File: src/hw/rtl/ttlg_pkg.sv
// ============================================================================
// ttlg_pkg: shared types and constants for the thermal throttle governor.
// Holds the field widths, throttle level codes, register indexes, register
// reset values and the fixed frequency caps.
// ============================================================================
`default_nettype none

package ttlg_pkg;

    // Field widths.
    localparam int TEMP_W  = 8;
    localparam int KHZ_W   = 22;
    localparam int LEVEL_W = 2;
    localparam int CFG_IDX_W = 3;

    // Throttle levels.
    typedef enum logic [LEVEL_W-1:0] {
        LVL_NONE = 2'd0,
        LVL_LOW  = 2'd1,
        LVL_MID  = 2'd2,
        LVL_MAX  = 2'd3
    } level_t;

    // Configuration register indexes.
    typedef enum logic [CFG_IDX_W-1:0] {
        REG_SHUTDOWN  = 3'd0,
        REG_LOW_TRIP  = 3'd1,
        REG_LOW_CLEAR = 3'd2,
        REG_MID_TRIP  = 3'd3,
        REG_MID_CLEAR = 3'd4,
        REG_MAX_TRIP  = 3'd5,
        REG_MAX_CLEAR = 3'd6
    } cfg_idx_t;

    // Threshold reset values in degrees Celsius.
    localparam logic [TEMP_W-1:0] RST_SHUTDOWN  = 8'd88;
    localparam logic [TEMP_W-1:0] RST_LOW_TRIP  = 8'd79;
    localparam logic [TEMP_W-1:0] RST_LOW_CLEAR = 8'd73;
    localparam logic [TEMP_W-1:0] RST_MID_TRIP  = 8'd81;
    localparam logic [TEMP_W-1:0] RST_MID_CLEAR = 8'd76;
    localparam logic [TEMP_W-1:0] RST_MAX_TRIP  = 8'd84;
    localparam logic [TEMP_W-1:0] RST_MAX_CLEAR = 8'd80;

    // Frequency caps in kHz.
    localparam logic [KHZ_W-1:0] LOW_CAP_KHZ  = 22'd1350000;
    localparam logic [KHZ_W-1:0] MID_CAP_KHZ  = 22'd810000;
    localparam logic [KHZ_W-1:0] MAX_CAP_KHZ  = 22'd384000;
    localparam logic [KHZ_W-1:0] FALLBACK_KHZ = 22'd1890000;

    // One result item.
    typedef struct packed {
        logic             ceiling_update;
        logic [KHZ_W-1:0] ceiling_khz;
        level_t           level;
        logic             shutdown;
        logic             wake_cores;
        logic             fallback_used;
    } result_t;

endpackage

`default_nettype wire

File: src/hw/rtl/thermal_throttle_level_governor_top.sv
// ============================================================================
// thermal_throttle_level_governor_top: multi-level thermal throttle with
// hysteresis.
// A sample passes through the input register, then the result register.
// Throughput: one sample per cycle while out_ready does not stall the
// result register, set by the single compare-and-select pass between the
// two registers.
// Reset: thresholds return to their defaults, level and saved ceiling clear,
// both pipeline stages empty. No clearing pass is needed.
// ============================================================================
`default_nettype none

module thermal_throttle_level_governor_top
    import ttlg_pkg::*;
(
    input  wire logic                 clk,
    input  wire logic                 rst_n,

    // Configuration write channel.
    input  wire logic                 cfg_valid,
    output logic                      cfg_ready,
    input  wire logic [CFG_IDX_W-1:0] cfg_index,
    input  wire logic [TEMP_W-1:0]    cfg_data,

    // Sample input channel.
    input  wire logic                 in_valid,
    output logic                      in_ready,
    input  wire logic                 sensor_ok,
    input  wire logic [TEMP_W-1:0]    temperature,
    input  wire logic [KHZ_W-1:0]     current_ceiling_khz,

    // Result output channel.
    output logic                      out_valid,
    input  wire logic                 out_ready,
    output logic                      ceiling_update,
    output logic [KHZ_W-1:0]          ceiling_khz,
    output logic [LEVEL_W-1:0]        level,
    output logic                      shutdown,
    output logic                      wake_cores,
    output logic                      fallback_used
);

    // Threshold registers.
    logic [TEMP_W-1:0] sd_thr_reg;
    logic [TEMP_W-1:0] lo_trip_reg;
    logic [TEMP_W-1:0] lo_clr_reg;
    logic [TEMP_W-1:0] md_trip_reg;
    logic [TEMP_W-1:0] md_clr_reg;
    logic [TEMP_W-1:0] mx_trip_reg;
    logic [TEMP_W-1:0] mx_clr_reg;

    // Governor state.
    level_t            level_reg;
    level_t            level_next;
    logic [KHZ_W-1:0]  saved_reg;
    logic [KHZ_W-1:0]  saved_next;

    // Input stage.
    logic              s1_valid_reg;
    logic              s1_ok_reg;
    logic [TEMP_W-1:0] s1_temp_reg;
    logic [KHZ_W-1:0]  s1_cur_reg;

    // Result stage.
    logic              out_valid_reg;
    result_t           res_reg;
    result_t           res_next;

    // Handshake control.
    logic              in_xfer;
    logic              s2_free;
    logic              advance;

    // Configuration writes are always taken.
    assign cfg_ready = 1'b1;

    always_ff @(posedge clk or negedge rst_n)
    begin
        if (!rst_n)
        begin
            sd_thr_reg  <= RST_SHUTDOWN;
            lo_trip_reg <= RST_LOW_TRIP;
            lo_clr_reg  <= RST_LOW_CLEAR;
            md_trip_reg <= RST_MID_TRIP;
            md_clr_reg  <= RST_MID_CLEAR;
            mx_trip_reg <= RST_MAX_TRIP;
            mx_clr_reg  <= RST_MAX_CLEAR;
        end
        else if (cfg_valid && cfg_ready)
        begin
            case (cfg_index)
                REG_SHUTDOWN:  sd_thr_reg  <= cfg_data;
                REG_LOW_TRIP:  lo_trip_reg <= cfg_data;
                REG_LOW_CLEAR: lo_clr_reg  <= cfg_data;
                REG_MID_TRIP:  md_trip_reg <= cfg_data;
                REG_MID_CLEAR: md_clr_reg  <= cfg_data;
                REG_MAX_TRIP:  mx_trip_reg <= cfg_data;
                REG_MAX_CLEAR: mx_clr_reg  <= cfg_data;
                default:       ;
            endcase
        end
    end

    // The result stage frees up when empty or when its transfer completes.
    assign s2_free   = !out_valid_reg || out_ready;
    assign advance   = s1_valid_reg && s2_free;
    assign in_ready  = !s1_valid_reg || s2_free;
    assign in_xfer   = in_valid && in_ready;

    // Input register.
    always_ff @(posedge clk or negedge rst_n)
    begin
        if (!rst_n)
        begin
            s1_valid_reg <= 1'b0;
        end
        else if (in_xfer)
        begin
            s1_valid_reg <= 1'b1;
        end
        else if (advance)
        begin
            s1_valid_reg <= 1'b0;
        end
    end

    always_ff @(posedge clk)
    begin
        if (in_xfer)
        begin
            s1_ok_reg   <= sensor_ok;
            s1_temp_reg <= temperature;
            s1_cur_reg  <= current_ceiling_khz;
        end
    end

    // Shutdown check, ceiling save and the ordered trip/clear checks.
    always_comb
    begin
        level_t           lvl;
        logic [KHZ_W-1:0] saved;

        lvl        = level_reg;
        saved      = saved_reg;
        res_next   = '0;
        res_next.level = level_reg;
        level_next = level_reg;
        saved_next = saved_reg;

        if (s1_ok_reg)
        begin
            if (s1_temp_reg >= sd_thr_reg)
            begin
                res_next.shutdown = 1'b1;
                lvl = LVL_MAX;
            end

            // The ceiling is only saved while unthrottled.
            if (lvl == LVL_NONE)
            begin
                saved = s1_cur_reg;
            end

            if (s1_temp_reg >= lo_trip_reg && s1_temp_reg < md_trip_reg
                && lvl == LVL_NONE)
            begin
                res_next.ceiling_update = 1'b1;
                res_next.ceiling_khz    = LOW_CAP_KHZ;
                lvl = LVL_LOW;
            end
            else if (s1_temp_reg < lo_clr_reg && lvl != LVL_NONE)
            begin
                // Full clear: restore the saved ceiling or fall back.
                res_next.ceiling_update = 1'b1;
                res_next.wake_cores     = 1'b1;
                if (saved != '0)
                begin
                    res_next.ceiling_khz = saved;
                end
                else
                begin
                    res_next.ceiling_khz   = FALLBACK_KHZ;
                    res_next.fallback_used = 1'b1;
                end
                lvl = LVL_NONE;
            end
            else if (s1_temp_reg >= md_trip_reg && s1_temp_reg < mx_trip_reg
                     && (lvl == LVL_NONE || lvl == LVL_LOW))
            begin
                res_next.ceiling_update = 1'b1;
                res_next.ceiling_khz    = MID_CAP_KHZ;
                lvl = LVL_MID;
            end
            else if (s1_temp_reg < md_clr_reg
                     && (lvl == LVL_MID || lvl == LVL_MAX))
            begin
                res_next.ceiling_update = 1'b1;
                res_next.ceiling_khz    = LOW_CAP_KHZ;
                lvl = LVL_LOW;
            end
            else if (s1_temp_reg >= mx_trip_reg)
            begin
                res_next.ceiling_update = 1'b1;
                res_next.ceiling_khz    = MAX_CAP_KHZ;
                lvl = LVL_MAX;
            end
            else if (s1_temp_reg < mx_clr_reg && lvl == LVL_MAX)
            begin
                res_next.ceiling_update = 1'b1;
                res_next.ceiling_khz    = MID_CAP_KHZ;
                lvl = LVL_MID;
            end

            res_next.level = lvl;
            level_next     = lvl;
            saved_next     = saved;
        end
    end

    // State moves forward with each sample that enters the result stage.
    always_ff @(posedge clk or negedge rst_n)
    begin
        if (!rst_n)
        begin
            level_reg <= LVL_NONE;
            saved_reg <= '0;
        end
        else if (advance)
        begin
            level_reg <= level_next;
            saved_reg <= saved_next;
        end
    end

    // Result register.
    always_ff @(posedge clk or negedge rst_n)
    begin
        if (!rst_n)
        begin
            out_valid_reg <= 1'b0;
        end
        else if (advance)
        begin
            out_valid_reg <= 1'b1;
        end
        else if (out_ready)
        begin
            out_valid_reg <= 1'b0;
        end
    end

    always_ff @(posedge clk)
    begin
        if (advance)
        begin
            res_reg <= res_next;
        end
    end

    // Output ports.
    assign out_valid      = out_valid_reg;
    assign ceiling_update = res_reg.ceiling_update;
    assign ceiling_khz    = res_reg.ceiling_khz;
    assign level          = res_reg.level;
    assign shutdown       = res_reg.shutdown;
    assign wake_cores     = res_reg.wake_cores;
    assign fallback_used  = res_reg.fallback_used;

    // A full clear always carries a ceiling update and leaves level zero.
    a_wake_clears: assert property (@(posedge clk) disable iff (!rst_n)
        out_valid && wake_cores |-> ceiling_update && level == LVL_NONE)
        else $error("wake_cores without a full clear");

    // The fallback ceiling only appears on a full clear.
    a_fallback: assert property (@(posedge clk) disable iff (!rst_n)
        out_valid && fallback_used |-> wake_cores && ceiling_khz == FALLBACK_KHZ)
        else $error("fallback_used outside a full clear");

    // No ceiling value leaks out without an update.
    a_no_stray_ceiling: assert property (@(posedge clk) disable iff (!rst_n)
        out_valid && !ceiling_update |-> ceiling_khz == '0)
        else $error("ceiling_khz nonzero without ceiling_update");

    // Governor state changes only when a sample enters the result stage.
    a_state_hold: assert property (@(posedge clk) disable iff (!rst_n)
        !advance |=> $stable(level_reg) && $stable(saved_reg))
        else $error("governor state changed without a sample");

endmodule

`default_nettype wire

File: config.mk
export PLATFORM = sky130hd
export DESIGN_NAME = thermal_throttle_level_governor_top
export DESIGN_NICKNAME = d
export VERILOG_FILES = /design/src/hw/rtl/ttlg_pkg.sv /design/src/hw/rtl/thermal_throttle_level_governor_top.sv
export SDC_FILE = /design/constraint.sdc
export NUM_CORES = 1
export LEC_CHECK = 0
export BUFFER_PORTS_ARGS = -buffer_cell sky130_fd_sc_hd__buf_2
export CORE_ASPECT_RATIO = 0.9
export CORE_MARGIN = 8
export CORE_UTILIZATION = 38
export CTS_CLUSTER_SIZE = 25
export DETAILED_ROUTE_END_ITERATION = 8
export SLEW_MARGIN = 10
export SYNTH_ARGS = -nofsm -noshare
export SYNTH_HDL_FRONTEND = slang
export SYNTH_SLANG_ARGS = --single-unit
File: constraint.sdc
create_clock -name clk -period 5.1 [get_ports clk]
set_clock_uncertainty 0.2 [all_clocks]
set_input_delay 0.765 -clock clk [delete_from_list [all_inputs] [get_ports clk]]
set_output_delay 0.765 -clock clk [all_outputs]
set_load 0.01 [all_outputs]
==> impl_metrics.json <==
{
  "slew_headroom": 0.268,
  "cts_tree": "done",
  "dpl.hpwl_um": 12500,
  "grt_pass1_vias": 5106,
  "via_per_inst": 5.19,
  "worstPathArrival_ps": 3620,
  "clk_latency_ps": 420,
  "cts_resized": 0,
  "routed_wl_um": 16600,
  "start_util": 0.389,
  "yosysTopAreaCellShare": 0.259,
  "placed_area_um2": 7520,
  "vias": 4770,
  "maxSlewViolCount": 0,
  "nFillCells": 1682,
  "antennaDiodeCount": 0,
  "fin_total_pwr_uw": 3800,
  "reg2reg_from": "s1_temp_reg[6]$_DFFE_PP_",
  "clkSlewWorstSetupHoldPaths_ps": 60,
  "cp_top_family": "simple AND/OR/NAND/NOR gates",
  "detail-route-antenna-nets": 0,
  "worstMarginPinSlew_ps": 1090,
  "period_share": 0.699,
  "setup.worst_path.class": "reg -> reg",
  "cts_setup_buffers": 0,
  "powerDensity_nw_per_um2": 472,
  "cts.htree.levels": 4,
  "netlist.top_cell.by_area": "edfxtp_1",
  "max-vdd-ir-drop_mv": 0.258,
  "yosysSeqAreaShare": 0.563,
  "synthToLayoutAreaGrowth_pct": 17.7,
  "wire_per_inst_um": 18.1,
  "r2r_end": "ceiling_khz[4]$_SDFFCE_PN0P_",
  "drt_iter0_drc": 431,
  "gp_congestion": 0.894,
  "power.leakage_uw": 0.00343,
  "final.setup.tns_ps": 0,
  "grt_pass1_wl_um": 27300,
  "multi_input_area_um2": 2730,
  "synth.distinct_cells": 54,
  "numCtsBuffers": 17,
  "crit_buf_inv": 0,
  "synth_area_leaders": "edfxtp_1 (26%), dfrtp_1 (22%), ha_1 (9.7%)",
  "die_area_um2": 22600,
  "regArea_um2": 3850,
  "clock_sinks": 141,
  "dp.cells": 887,
  "worstPathRequired_ps": 5160,
  "rsz0062_at_grt": "false",
  "cp_cell_sequence": "ha_1, a21o_1, a211oi_1, o31ai_2, nor2_1, nand2_1, a31oi_1",
  "final_area_um2": 8060,
  "status": "completed",
  "final_cells": 919,
  "die_w_um": 157,
  "pre_cts_slack_ps": 1490,
  "core-area_um2": 17600,
  "max_freq_ghz": 0.280,
  "drcViolationCount": 0,
  "grt_max_degree": 48,
  "synthCells": 578,
  "io_buffers": 76,
  "grt-ovfl-total": 0,
  "nets": 766,
  "io-pin-count": 78,
  "synth_seq_cells": 141,
  "clockRootBuffer": "clkbuf_16",
  "rrSetupSlack_ps": 1530,
  "critPathLaunchType": "register",
  "r2r_cells": 7,
  "cap_violations": 0,
  "endpoint_kind": "register",
  "globalRouteTotalUtil": 0.157,
  "die_h_um": 143,
  "firstDrtPassIters": 5,
  "synth_area_per_cell_um2": 11.8,
  "synth_commonest_cells": "dfrtp_1 (60), edfxtp_1 (59), nand2_1 (55), inv_1 (54), ha_1 (53)",
  "syn_nets": 678,
  "antenna_found_initial": 0,
  "setup_viol": 0,
  "drive_gt1_frac": 0.286,
  "crit_slowest_cell": "nor2_1",
  "finalCriticalPeriod_ps": 3570,
  "synth-async-reset-ratio": 0.582,
  "ctsLongestPathBuffers": 2,
  "path_max_fanout": 14,
  "final_hold_viol_count": 0,
  "ys.flop_type": "dfrtp_1",
  "syn_area_um2": 6850,
  "hold_buffers": 0,
  "yosys_warnings": 0,
  "setup_ws_ps": 1530,
  "slowest_delay_ps": 860,
  "synth_edf_count": 59,
  "std_cell_rows": 46,
  "hp-class": "in -> async",
  "yosysMostFrequentCell": "dfrtp_1"
}
-- through the flow --
step | util | hold slack, ps
5_1_grt | 0.458 | 133
3_3_place_gp | 0.427 | 264
2_1_floorplan | - | 254
6_report | 0.458 | 98.9
3_5_place_dp | 0.427 | 265
4_1_cts | 0.457 | 105
-- layout by cell type, fill, tap and decap left out, types with 7 or more instances in the layout --
| master | count |
|---|---|
| a21oi_1 | 28 |
| buf_4 | 9 |
| buf_2 | 75 |
| dfrtp_1 | 60 |
| clkbuf_16 | 17 |
| inv_1 | 54 |
| edfxtp_1 | 59 |
| o211ai_1 | 8 |
| nor3_1 | 7 |
| dfstp_2 | 22 |
| nand2_1 | 55 |
| o22ai_1 | 8 |
| o21ai_0 | 44 |
| ha_1 | 53 |
| nand2b_1 | 9 |
| nor2_1 | 17 |
| mux2_2 | 49 |
-- kinds of logic after synthesis --
kind of cell | share of synthesized area
flops | 0.563
compound gates | 0.120
simple gates | 0.0969
buf+inv | 0.0391
fa+ha+maj | 0.0969
mux | 0.0835
other cells | 0.000548
-- worst register-to-register path, stage by stage (launching register included) --
cell	delay (ps)
edfxtp_1	540
ha_1	360
a21o_1	200
a211oi_1	370
o31ai_2	210
nor2_1	860
nand2_1	410
a31oi_1	260
-- area by class of cell --
cell class / instances / area share
timing repair buffer: 84 / 0.0550
inverter: 54 / 0.0252
multi-input combinational: 368 / 0.339
clock inverter: 13 / 0.0120
sequential: 141 / 0.478
clock buffer: 19 / 0.0537
tap: 240 / 0.0373
-- metal layers --
| layer | global-route usage | vias up | part of all wire |
|---|---|---|---|
| li1 | - | 2294 | - |
| met5 | 0 | - | 0 |
| met3 | 0.0393 | 22 | 0.057 |
| met4 | 0.0561 | 0 | 0.018 |
| met1 | 0.217 | 2315 | 0.48 |
| met2 | 0.234 | 139 | 0.44 |
-- how the worst max path moves through the flow --
stage,depth (start not counted),end,start
2_1_floorplan,8,level[0]$_DFFE_PP_,sd_thr_reg[6]$_DFFE_PN1P_
6_report,7,ceiling_khz[4]$_SDFFCE_PN0P_,s1_temp_reg[6]$_DFFE_PP_
4_1_cts,7,ceiling_khz[15]$_SDFFCE_PN0P_,s1_temp_reg[6]$_DFFE_PP_
3_3_place_gp,7,ceiling_khz[12]$_SDFFCE_PN0P_,s1_temp_reg[2]$_DFFE_PP_
5_1_grt,7,ceiling_khz[4]$_SDFFCE_PN0P_,s1_temp_reg[6]$_DFFE_PP_
3_5_place_dp,7,ceiling_khz[15]$_SDFFCE_PN0P_,s1_temp_reg[6]$_DFFE_PP_
-- power breakdown --
part	internal (uW)	switching [uW]
sequential	1490	163
clock	623	492
combinational	436	596
Power figures use the tool's default switching activity.
